==> src/rtl/ctb_pkg.sv <==
// Shared types and constants for the countdown timer bank.
`default_nettype none
package ctb_pkg;

  localparam int NUM_TIMERS_DEF = 8;
  localparam int QUEUE_DEPTH    = 2;

  localparam int CMD_W  = 2;
  localparam int ID_W   = 8;
  localparam int PAY_W  = 8;
  localparam int TIME_W = 31;
  localparam int REM_W  = 32;
  localparam int NODE_W = 8;

  localparam logic [CMD_W-1:0] CMD_SET    = 2'd0;
  localparam logic [CMD_W-1:0] CMD_CANCEL = 2'd1;
  localparam logic [CMD_W-1:0] CMD_TICK   = 2'd2;

  localparam logic [REM_W-1:0] REM_MAX = 32'h7FFF_FFFF;
  localparam logic [REM_W-1:0] REM_MIN = 32'h8000_0000;

  typedef enum logic [1:0] {
    OP_SET    = 2'b00,
    OP_CANCEL = 2'b01,
    OP_TICK   = 2'b10
  } op_t;

  // value: delay for a set, signed elapsed time for a tick
  typedef struct packed {
    op_t              op;
    logic [ID_W-1:0]  id;
    logic [PAY_W-1:0] payload;
    logic [REM_W-1:0] value;
  } req_t;

endpackage
`default_nettype wire

==> src/rtl/ctb_front.sv <==
// Front end: accepts requests, drops ignored ones, computes tick deltas.
`default_nettype none
module ctb_front #(
  parameter int NUM_TIMERS = ctb_pkg::NUM_TIMERS_DEF
) (
  input  logic                       clk,
  input  logic                       rst,
  input  logic                       in_valid,
  output logic                       in_stall,
  input  logic [ctb_pkg::CMD_W-1:0]  command,
  input  logic [ctb_pkg::ID_W-1:0]   timer_id,
  input  logic [ctb_pkg::TIME_W-1:0] delay_ms,
  input  logic [ctb_pkg::PAY_W-1:0]  timer_payload,
  input  logic [ctb_pkg::TIME_W-1:0] tick_time_ms,
  input  logic                       q_full,
  output logic                       push,
  output ctb_pkg::req_t              push_req
);
  import ctb_pkg::*;

  logic [TIME_W-1:0] last_uptime;
  logic              accept;
  logic              id_ok;
  logic              keep;

  always_comb begin
    accept           = in_valid && !q_full;
    id_ok            = (timer_id < ID_W'(NUM_TIMERS));
    keep             = 1'b0;
    push_req.op      = OP_SET;
    push_req.id      = timer_id;
    push_req.payload = timer_payload;
    push_req.value   = {1'b0, delay_ms};
    case (command)
      CMD_SET: begin
        keep = id_ok;
      end
      CMD_CANCEL: begin
        keep        = id_ok;
        push_req.op = OP_CANCEL;
      end
      CMD_TICK: begin
        keep           = (tick_time_ms != '0);
        push_req.op    = OP_TICK;
        push_req.value = {1'b0, tick_time_ms} - {1'b0, last_uptime};
      end
      default: begin
        keep = 1'b0;
      end
    endcase
    push     = accept && keep;
    in_stall = q_full;
  end

  // zero uptime clears the reference, which is the same as storing it
  always_ff @(posedge clk) begin
    if (rst) begin
      last_uptime <= '0;
    end else if (accept && (command == CMD_TICK)) begin
      last_uptime <= tick_time_ms;
    end
  end

endmodule
`default_nettype wire

==> src/rtl/ctb_queue.sv <==
// Short request queue between front end and timer engine.
`default_nettype none
module ctb_queue #(
  parameter int DEPTH = ctb_pkg::QUEUE_DEPTH
) (
  input  logic          clk,
  input  logic          rst,
  input  logic          push,
  input  ctb_pkg::req_t push_req,
  output logic          full,
  input  logic          pop,
  output logic          empty,
  output ctb_pkg::req_t head
);
  import ctb_pkg::*;

  localparam int PW = (DEPTH > 1) ? $clog2(DEPTH) : 1;
  localparam int CW = $clog2(DEPTH + 1);

  req_t          entries [DEPTH];
  logic [PW-1:0] wr_ptr;
  logic [PW-1:0] rd_ptr;
  logic [CW-1:0] count;

  always_comb begin
    full  = (count == CW'(DEPTH));
    empty = (count == '0);
    head  = entries[rd_ptr];
  end

  always_ff @(posedge clk) begin
    if (push) begin
      entries[wr_ptr] <= push_req;
    end
  end

  always_ff @(posedge clk) begin
    if (rst) begin
      wr_ptr <= '0;
      rd_ptr <= '0;
      count  <= '0;
    end else begin
      if (push) begin
        wr_ptr <= (wr_ptr == PW'(DEPTH - 1)) ? '0 : wr_ptr + 1'b1;
      end
      if (pop) begin
        rd_ptr <= (rd_ptr == PW'(DEPTH - 1)) ? '0 : rd_ptr + 1'b1;
      end
      if (push && !pop) begin
        count <= count + 1'b1;
      end else if (pop && !push) begin
        count <= count - 1'b1;
      end
    end
  end

endmodule
`default_nettype wire

==> src/rtl/ctb_back.sv <==
// Timer engine: executes set and cancel, sweeps timers on tick, emits expiries.
`default_nettype none
module ctb_back #(
  parameter int NUM_TIMERS = ctb_pkg::NUM_TIMERS_DEF
) (
  input  logic                       clk,
  input  logic                       rst,
  input  logic                       empty,
  input  ctb_pkg::req_t              head,
  output logic                       pop,
  input  logic [ctb_pkg::NODE_W-1:0] node_position,
  output logic                       out_valid,
  input  logic                       out_stall,
  output logic [ctb_pkg::ID_W-1:0]   expired_id,
  output logic [ctb_pkg::PAY_W-1:0]  expired_payload,
  output logic [ctb_pkg::NODE_W-1:0] event_node,
  output logic                       last_of_run
);
  import ctb_pkg::*;

  localparam int IDXW = (NUM_TIMERS > 1) ? $clog2(NUM_TIMERS) : 1;
  localparam int CNTW = $clog2(NUM_TIMERS + 1);

  typedef enum logic [2:0] {
    S_IDLE  = 3'b001,
    S_SWEEP = 3'b010,
    S_FLUSH = 3'b100
  } state_t;

  state_t state;
  state_t state_next;

  logic [REM_W-1:0] rem_mem [NUM_TIMERS];
  logic [PAY_W-1:0] pay_mem [NUM_TIMERS];
  logic [NUM_TIMERS-1:0] armed;

  logic [REM_W-1:0] delta;
  logic [CNTW-1:0]  rd_idx;
  logic             p_valid;
  logic [IDXW-1:0]  p_idx;
  logic [REM_W-1:0] rd_rem;
  logic [PAY_W-1:0] rd_pay;
  logic             pend_valid;
  logic [IDXW-1:0]  pend_id;
  logic [PAY_W-1:0] pend_pay;

  logic             rd_done;
  logic             p_armed;
  logic [REM_W:0]   diff;
  logic [REM_W-1:0] new_rem;
  logic             expires;
  logic             out_free;
  logic             p_ok;
  logic             adv;
  logic             rd_en;
  logic             retire;
  logic             set_en;
  logic             cancel_en;
  logic             tick_en;
  logic             wr_en;
  logic [IDXW-1:0]  wr_addr;
  logic [REM_W-1:0] wr_rem;
  logic [IDXW-1:0]  head_idx;
  logic             emit_mid;
  logic             emit_last;

  always_comb begin
    pop       = (state == S_IDLE) && !empty;
    head_idx  = head.id[IDXW-1:0];
    set_en    = pop && (head.op == OP_SET);
    cancel_en = pop && (head.op == OP_CANCEL);
    tick_en   = pop && (head.op == OP_TICK);

    rd_done = (rd_idx == CNTW'(NUM_TIMERS));
    p_armed = armed[p_idx];
    diff    = {rd_rem[REM_W-1], rd_rem} - {delta[REM_W-1], delta};
    if (diff[REM_W] != diff[REM_W-1]) begin
      new_rem = diff[REM_W] ? REM_MIN : REM_MAX;
    end else begin
      new_rem = diff[REM_W-1:0];
    end
    expires  = p_valid && p_armed && (new_rem[REM_W-1] || (new_rem == '0));
    out_free = !out_valid || !out_stall;
    p_ok     = !expires || !pend_valid || out_free;
    adv      = (state == S_SWEEP) && (!p_valid || p_ok);
    rd_en    = adv && !rd_done;
    retire   = (state == S_SWEEP) && p_valid && p_ok;

    wr_en   = set_en || (retire && p_armed);
    wr_addr = set_en ? head_idx : p_idx;
    wr_rem  = set_en ? head.value : new_rem;

    emit_mid  = retire && expires && pend_valid;
    emit_last = (state == S_FLUSH) && pend_valid && out_free;

    state_next = state;
    case (state)
      S_IDLE: begin
        if (tick_en) begin
          state_next = S_SWEEP;
        end
      end
      S_SWEEP: begin
        if (adv && rd_done) begin
          state_next = S_FLUSH;
        end
      end
      S_FLUSH: begin
        if (!pend_valid || out_free) begin
          state_next = S_IDLE;
        end
      end
      default: begin
        state_next = S_IDLE;
      end
    endcase
  end

  always_ff @(posedge clk) begin
    if (wr_en) begin
      rem_mem[wr_addr] <= wr_rem;
    end
    if (set_en) begin
      pay_mem[head_idx] <= head.payload;
    end
    if (rd_en) begin
      rd_rem <= rem_mem[rd_idx[IDXW-1:0]];
      rd_pay <= pay_mem[rd_idx[IDXW-1:0]];
      p_idx  <= rd_idx[IDXW-1:0];
    end
  end

  always_ff @(posedge clk) begin
    if (tick_en) begin
      delta <= head.value;
    end
    if (retire && expires) begin
      pend_id  <= p_idx;
      pend_pay <= rd_pay;
    end
    if (emit_mid || emit_last) begin
      expired_id      <= ID_W'(pend_id);
      expired_payload <= pend_pay;
      event_node      <= node_position;
      last_of_run     <= emit_last;
    end
  end

  always_ff @(posedge clk) begin
    if (rst) begin
      state      <= S_IDLE;
      armed      <= '0;
      rd_idx     <= '0;
      p_valid    <= 1'b0;
      pend_valid <= 1'b0;
      out_valid  <= 1'b0;
    end else begin
      state <= state_next;
      if (set_en) begin
        armed[head_idx] <= 1'b1;
      end else if (cancel_en) begin
        armed[head_idx] <= 1'b0;
      end else if (retire && expires) begin
        armed[p_idx] <= 1'b0;
      end
      if (tick_en) begin
        rd_idx  <= '0;
        p_valid <= 1'b0;
      end else if (adv) begin
        if (rd_done) begin
          p_valid <= 1'b0;
        end else begin
          p_valid <= 1'b1;
          rd_idx  <= rd_idx + 1'b1;
        end
      end
      if (retire && expires) begin
        pend_valid <= 1'b1;
      end else if (emit_last) begin
        pend_valid <= 1'b0;
      end
      if (emit_mid || emit_last) begin
        out_valid <= 1'b1;
      end else if (!out_stall) begin
        out_valid <= 1'b0;
      end
    end
  end

endmodule
`default_nettype wire

==> src/rtl/countdown_timer_bank.sv <==
// Top level of the countdown timer bank.
`default_nettype none
// Bank of NUM_TIMERS one-shot millisecond timers. The front end takes one
// request per cycle while the queue is not full, into a two-entry queue;
// set and cancel are done as they are popped. A tick occupies the engine
// through the pop, a sweep that reads the timer memory one entry per cycle
// through the read pipeline register, held while an expiry waits on a
// stalled output, and a final flush. Expiries come out in index order;
// the last one of a tick is held back until the sweep ends so it can carry
// last_of_run. node_position is stamped from the configuration register,
// which is always ready and is to be written only while the bank is idle.
module countdown_timer_bank #(
  parameter int NUM_TIMERS = ctb_pkg::NUM_TIMERS_DEF
) (
  input  logic                       clk,
  input  logic                       rst,
  input  logic                       in_valid,
  output logic                       in_stall,
  input  logic [ctb_pkg::CMD_W-1:0]  command,
  input  logic [ctb_pkg::ID_W-1:0]   timer_id,
  input  logic [ctb_pkg::TIME_W-1:0] delay_ms,
  input  logic [ctb_pkg::PAY_W-1:0]  timer_payload,
  input  logic [ctb_pkg::TIME_W-1:0] tick_time_ms,
  output logic                       out_valid,
  input  logic                       out_stall,
  output logic [ctb_pkg::ID_W-1:0]   expired_id,
  output logic [ctb_pkg::PAY_W-1:0]  expired_payload,
  output logic [ctb_pkg::NODE_W-1:0] event_node,
  output logic                       last_of_run,
  input  logic                       cfg_valid,
  output logic                       cfg_ready,
  input  logic [ctb_pkg::NODE_W-1:0] cfg_data
);
  import ctb_pkg::*;

  logic [NODE_W-1:0] node_position;
  logic              q_full;
  logic              q_empty;
  logic              push;
  logic              pop;
  req_t              push_req;
  req_t              head;

  assign cfg_ready = 1'b1;

  always_ff @(posedge clk) begin
    if (rst) begin
      node_position <= '0;
    end else if (cfg_valid && cfg_ready) begin
      node_position <= cfg_data;
    end
  end

  ctb_front #(
    .NUM_TIMERS(NUM_TIMERS)
  ) u_front (
    .clk          (clk),
    .rst          (rst),
    .in_valid     (in_valid),
    .in_stall     (in_stall),
    .command      (command),
    .timer_id     (timer_id),
    .delay_ms     (delay_ms),
    .timer_payload(timer_payload),
    .tick_time_ms (tick_time_ms),
    .q_full       (q_full),
    .push         (push),
    .push_req     (push_req)
  );

  ctb_queue #(
    .DEPTH(QUEUE_DEPTH)
  ) u_queue (
    .clk     (clk),
    .rst     (rst),
    .push    (push),
    .push_req(push_req),
    .full    (q_full),
    .pop     (pop),
    .empty   (q_empty),
    .head    (head)
  );

  ctb_back #(
    .NUM_TIMERS(NUM_TIMERS)
  ) u_back (
    .clk            (clk),
    .rst            (rst),
    .empty          (q_empty),
    .head           (head),
    .pop            (pop),
    .node_position  (node_position),
    .out_valid      (out_valid),
    .out_stall      (out_stall),
    .expired_id     (expired_id),
    .expired_payload(expired_payload),
    .event_node     (event_node),
    .last_of_run    (last_of_run)
  );

endmodule
`default_nettype wire

==> config.mk <==
export PLATFORM = sky130hd
export DESIGN_NAME = countdown_timer_bank
export DESIGN_NICKNAME = d
export VERILOG_FILES = /design/src/rtl/ctb_pkg.sv /design/src/rtl/ctb_front.sv /design/src/rtl/ctb_queue.sv /design/src/rtl/ctb_back.sv /design/src/rtl/countdown_timer_bank.sv
export SDC_FILE = /design/constraint.sdc
export NUM_CORES = 1
export LEC_CHECK = 0
export ABC_AREA = 1
export BUFFER_PORTS_ARGS = -buffer_cell sky130_fd_sc_hd__clkbuf_2
export CAP_MARGIN = 30
export CORE_MARGIN = 2
export CORE_UTILIZATION = 58
export DETAILED_ROUTE_END_ITERATION = 8
export PLACE_DENSITY_LB_ADDON = 0.05
export REMOVE_ABC_BUFFERS = 1
export SLEW_MARGIN = 20
export SYNTH_ARGS = -nofsm -noshare
export SYNTH_HDL_FRONTEND = slang
export SYNTH_SLANG_ARGS = --single-unit
export TNS_END_PERCENT = 30
==> constraint.sdc <==
create_clock -name clk -period 5.2 [get_ports clk]
set_input_delay 0.52 -clock clk [delete_from_list [all_inputs] [get_ports clk]]
set_output_delay 0.52 -clock clk [all_outputs]
set_load 0.005 [all_outputs]
After elaboration in Yosys (flattened, before gate mapping) --
Memory sizes are Yosys's and may differ from the RTL's. A register that Yosys moved wholly into a read port is not among the register bits. Cells that the tools add are included.
Cells by class: reductions and logical operators 53, $lt $le $gt $ge 5, equality and inequality tests 14, muxes and demuxes 37, bitwise operators 6, add/subtract/negate cells 7
Operators with widths (number):
- two-way mux 32 bit | 4
- subtractor 32 x 32 -> 33 bit | 1
- logical NOT 32 bit | 1
- subtractor 31 x 31 -> 32 bit | 1
- nonzero test 31 bit | 1
- two-way mux 8 bit | 3
- logical AND 1 bit | 23
- two-way mux 1 bit | 18
- AND 8 bit | 2
- inverter 8 bit | 2
- two-way mux 3 bit | 4
- logical NOT 1 bit | 10
- case mux 3 bit (3 select lines) | 1
- logical OR 1 bit | 8
- less-than comparator 3 x 4 -> 1 bit, second input constant | 2
- less-than comparator 8 x 4 -> 1 bit, second input constant | 1
- OR 8 bit | 1
- demux 1 bit (select 3 bit) | 2
- equality test 2 bit, second input constant | 3
- >= comparator 3 x 1 -> 1 bit, second input constant | 2
- logical NOT 2 bit | 3
- adder 4 x 1 -> 4 bit, second input constant | 1
- equality test 2 x 1 -> 1 bit, second input constant | 2
- equality test 4 bit, second input constant | 1
- other kinds (19) | 25
Word-level totals: RAM bits 420, register bits 127, memories 3
Memory list:
- u_back.rem_mem | depth 8, width 32, read ports 1, clocked after Yosys merged registers in 1, wr ports 1, RTL line ctb_back.sv:33 | logic [REM_W-1:0] rem_mem [NUM_TIMERS];
- u_queue.entries | depth 2, width 50, read ports 1, clocked after Yosys merged registers in 1, wr ports 1, RTL line ctb_queue.sv:20 | req_t entries [DEPTH];
- u_back.pay_mem | depth 8, width 8, read ports 1, clocked after Yosys merged registers in 1, wr ports 1, RTL line ctb_back.sv:34 | logic [PAY_W-1:0] pay_mem [NUM_TIMERS];

Longest topological paths before layout --
depth after elaboration 14, mapped depth 27, mapped depth without buffers 27

By module --
From an unflattened synthesis, not the netlist that was laid out.
Second synthesis, totals: cell total of the unflattened synthesis 2818, area total of the unflattened synthesis 28130.7 um^2
By module, submodules not included:
- ctb_back | times used 1, seq. area each 13152.6 um^2, area an instance 19698.9 um^2, cells an instance 1852
- ctb_queue | times used 1, seq. area each 3103.0 um^2, area an instance 4091.4 um^2, cells an instance 189
- ctb_front | times used 1, seq. area each 620.6 um^2, area an instance 3987.6 um^2, cells an instance 724
- countdown_timer_bank | times used 1, seq. area each 160.2 um^2, area an instance 352.8 um^2, cells an instance 53

Least setup slack after synthesis --
Ideal clock, no wire load.
path type reg-to-reg, start reg u_back.rd_rem[0] (read register of u_back.rem_mem), end mem u_back.rem_mem[0][0], enable pin, setup slack 0.550 ns, data arrival time 4.218 ns, stages on the path, launching flop included 25, buffers on the path 1, cells stage by stage edfxtp_1 -> inv_1 -> ha_1 -> inv_1 -> fa_1 -> nand3_1 -> nand3_2 -> nand2_1 -> nand2_1 -> nand2_1 -> nand2_2 -> nand2_2 -> nand2_1 -> nand2_1 -> nand2_2 -> nand2_4 -> buf_6 -> nand3_1 -> nand3_1 -> nor2_1 -> nand3_2 -> nand2_2 -> a31oi_1 -> nand2_2 -> a21oi_1
On the way: cells in the longest elaborated chain, start to end 14, elaborated cells on any way between the ends 15, classes of those cells add/sub (1); eq/ne (1); mux (4); reduce/logical (9)
RTL lines:
- start, declared | RTL line ctb_back.sv:41 | logic [REM_W-1:0] rd_rem;
- subtractor 32 x 32 -> 33 bit (*) | RTL line ctb_back.sv:76 | diff = {rd_rem[REM_W-1], rd_rem} - {delta[REM_W-1], delta};
- two-way mux 32 bit / != test 1 bit (equally long branches) | RTL line ctb_back.sv:78, ctb_back.sv:77
- two-way mux 32 bit (*) | RTL line ctb_back.sv:77 | if (diff[REM_W] != diff[REM_W-1]) begin
- logical NOT 32 bit | RTL line ctb_back.sv:82 | expires = p_valid && p_armed && (new_rem[REM_W-1] || (new_rem == '0));
- logical OR 1 bit (*) | RTL line ctb_back.sv:82
- logical AND 1 bit (*) | RTL line ctb_back.sv:82
- logical NOT 1 bit (*) | RTL line ctb_back.sv:84 | p_ok = !expires || !pend_valid || out_free;
- logical OR 1 bit (*) (2 in a row) | RTL line ctb_back.sv:84
- logical AND 1 bit (*) | RTL line ctb_back.sv:87 | retire = (state == S_SWEEP) && p_valid && p_ok;
- logical AND 1 bit (*) | RTL line ctb_back.sv:89 | wr_en = set_en || (retire && p_armed);
- logical OR 1 bit (*) | RTL line ctb_back.sv:89
- two-way mux 1 bit (*) | RTL line ctb_back.sv:120 | if (wr_en) begin
- two-way mux 1 bit (not written as such) (*) | RTL line ctb_back.sv:121 | rem_mem[wr_addr] <= wr_rem;
- end, declared | RTL line ctb_back.sv:33
Every way passes the cells marked *; elsewhere a longest branch is shown, timed or not.

Worst setup path after layout --
start reg u_back.rd_rem[0] (read register of u_back.rem_mem), end mem u_back.rem_mem[2][4], enable pin
The elaborated chain is that of the path after synthesis.

==> impl_metrics.env <==
export IMPL_final_net_count=2962
export IMPL_rows=78
export IMPL_cts_buffers=57
export IMPL_vdd_ir_drop_max_uv=278
export IMPL_cts_max_level=2
export IMPL_hold_path_class="primary input to flop"
export IMPL_setup_viol=0
export IMPL_total_power_mw=12.8
export IMPL_reg2reg_from="u_back.rd_rem[0]$_DFFE_PP_"
export IMPL_path_class="flop to flop"
export IMPL_pre_cts_ws_ns=0.692
export IMPL_cp_required_ns=5.53
export IMPL_synth_most_common_cell="nand2_1"
export IMPL_postLayoutCoreUtil_pct=66.1
export IMPL_fin_skew_ns=0.0328
export IMPL_slew_headroom_pct=34.9
export IMPL_drcViolationCount=0
export IMPL_ys_seq_area_share_pct=62.6
export IMPL_synth_cells=2690
export IMPL_num_antenna_cells=0
export IMPL_synthesis_area_mm2=0.0267
export IMPL_dr_pass1_iters=5
export IMPL_critical_path_slowest_cell="a21oi_4"
export IMPL_vias=19453
export IMPL_num_io_pins=121
export IMPL_port_buffers=114
export IMPL_cts_root_buf="clkbuf_16"
export IMPL_met2_usage_pct=42.2
export IMPL_final_cell_count_no_fill=3450
export IMPL_clock_fmax_mhz=218
export IMPL_grt_pass1_vias=18102
export IMPL_postSynthAreaPerCell_um2=9.94
export IMPL_synth_area_top_cells="edfxtp_1 (58%), nand2_1 (7.3%), nor2_1 (5.9%), o21ai_0 (4.9%), dfxtp_1 (4.6%)"
export IMPL_design_area_mm2=0.0301
export IMPL_gp_congestion=0.991
export IMPL_synth_cell_types=54
export IMPL_rsz0062_at_grt="false"
export IMPL_vias_per_cell=5.64
export IMPL_period_needed_ns=4.59
export IMPL_drive_above_1_share_pct=11.5
export IMPL_dp_cells=3337
export IMPL_grt_overflow_total=0
export IMPL_p_per_area_mw_per_mm2=427
export IMPL_die_x_um=219
export IMPL_finalWorstSetupSlack_ns=0.611
export IMPL_drt_iter0_drc=1887
export IMPL_routedWlPerCell_um=18.8
export IMPL_drv_slew=0
export IMPL_grt_max_degree=103
export IMPL_area_growth_pct=12.4
export IMPL_synth_ff_type="edfxtp_1"
export IMPL_final_hold_violation_count=0
export IMPL_post_dp_hpwl_um=45000
export IMPL_synth_edf_count=516
export IMPL_fin_crit_sh_pct=88.2
export IMPL_core_area_mm2=0.0455
export IMPL_critPathMaxFanout=44
export IMPL_hold_buffers=0
export IMPL_fin_tns_setup_ns=0
export IMPL_cpPeakStageDelay_ns=0.52
export IMPL_cp_cell_sequence="inv_1 -> ha_1 -> inv_1 -> fa_1 -> nand3_1 -> nand3_2 -> nand2_1 -> nand2_1 -> nand2_1 -> nand2_2 -> nand2_2 -> nand2_1 -> nand2_1 -> nand2_2 -> nand2_4 -> inv_1 -> o21ai_0 -> nor2_1 -> nand3_2 -> nand2_2 -> a31oi_1 -> nand2_2 -> a21oi_4 -> buf_12"
export IMPL_arrival_ns=4.92
export IMPL_critPathTopFamily="simple AND/OR/NAND/NOR gates"
export IMPL_dpl_instance_area_mm2=0.0281
export IMPL_cp_num_buf_inv=4
export IMPL_clk_pin_slew_ns=0.06
export IMPL_post_cts_setup_buffer_count=0
export IMPL_worstMarginPinSlew_ns=0.977
export IMPL_synth_warnings=0
export IMPL_status="finished clean"
export IMPL_wl_um=64800
export IMPL_cts_tree="done"
export IMPL_grt_util_met3_pct=3.81
export IMPL_ys_seq_elements=578
export IMPL_hold_start="timer_payload[6]"
export IMPL_drtAntennaViolNets=0
export IMPL_ctsResizeCount=0
export IMPL_clock_sinks=578
export IMPL_initial_utilization_pct=58.8
export IMPL_ys_top_cells_by_count="nand2_1 (517), edfxtp_1 (516), nor2_1 (422)"
export IMPL_p_leak_nw=11.9
export IMPL_crit_start="u_back.rd_rem[0]$_DFFE_PP_"
export IMPL_cts_path_max_buffers=3
export IMPL_yosysTopAreaCell="edfxtp_1"
export IMPL_die_area_mm2=0.0478
export IMPL_grt_busiest_layer="met2"
export IMPL_critPathLaunchType="flop"
export IMPL_track_usage_pct=27.2
export IMPL_max_cap_viol_count=0
export IMPL_clock_latency_ns=0.64
export IMPL_grt_pass1_wl_um=100000
export IMPL_synth_top_area_share_pct=57.9
export IMPL_critPathCaptureType="flop"
export IMPL_fp_dieH_um=219
export IMPL_antenna_found_initial=1
export IMPL_fin_hold_ws_ns=0.0755
export IMPL_fillers=3578
export IMPL_async_reset_ff_share_pct=0
export IMPL_met1_usage_pct=40.8
[report_power, final]
group          switching [mW]  internal [mW]
sequential             0.0585           5.82
clock                    1.77           2.45
combinational            2.08          0.655
[flip-flops by register name, summed over array words and instances (netlist names), 31 cells and up, named ones only]
| register | flops |
|---|---|
| u_front.last_uptime | 31 |
| u_back.pay_mem | 64 |
| u_back.rem_mem | 256 |
| u_queue.entries | 90 |
| u_back.delta | 32 |
| u_back.rd_rem | 32 |
[layout make-up]
| class | count | area [µm²] | share of cell area (%) |
|---|---|---|---|
| repair buffers | 154 | 923 | 3.07 |
| clock buffers | 76 | 1580 | 5.25 |
| inverters | 269 | 1010 | 3.37 |
| clock inverters | 32 | 362 | 1.20 |
| flip-flops and latches | 578 | 16700 | 55.7 |
| well taps | 600 | 751 | 2.50 |
| multi-input cells | 1741 | 8690 | 28.9 |
[kinds of logic (layout without fill, tap and decap cells)]
kind of cell	Yosys count	after routing	synth area share, %
adders and majority gates	68	68	3.24
buffers and inverters	375	531	5.43
and+or+nand+nor	1107	1107	16.9
xor gates and xnor gates	27	27	0.884
DFF	578	578	62.6
AOI/OAI and AO/OA	533	533	10.9
other	2	6	0.0281
[metal layers]
| layer | part of all wire, % | wire length (µm) |
|---|---|---|
| met2 | 45 | 29100 |
| met3 | 7.4 | 4790 |
| met1 | 45 | 29300 |
| met5 | 0 | 0 |
| met4 | 2.4 | 1540 |
[worst paths after layout]
check,slack (ns),to,cells past startpoint
max reg2reg,0.61,u_back.rem_mem[2][4]$_DFFE_PP_,24
min,0.08,u_queue.entries[1][38]$_DFFE_PP_,1
min reg2reg,0.42,u_back.pend_pay[4]$_DFFE_PP_,0
max,0.61,u_back.rem_mem[2][4]$_DFFE_PP_,24
[cell usage in the layout (no fill, tap or decap), types with 5 or more instances in the layout]
cell type,count
nand3_2,6
nand4_1,15
a21oi_4,9
inv_1,257
o211ai_1,5
or2_2,18
xnor2_1,7
clkbuf_16,58
a21oi_1,126
edfxtp_1,516
dfxtp_1,60
nand3_1,73
clkbuf_8,6
conb_1,6
bufinv_16,6
nor3_1,16
a31oi_1,47
nand2_2,15
ha_1,66
o21ai_0,260
inv_2,10
buf_4,34
clkbuf_1,12
o21ai_1,8
nor4_1,9
clkbuf_2,114
a21oi_2,9
nand2_1,517
xor2_1,20
o22ai_1,41
nor2_1,419
clkinv_1,7
clkinv_2,12
Power figures use the tool's default switching activity.
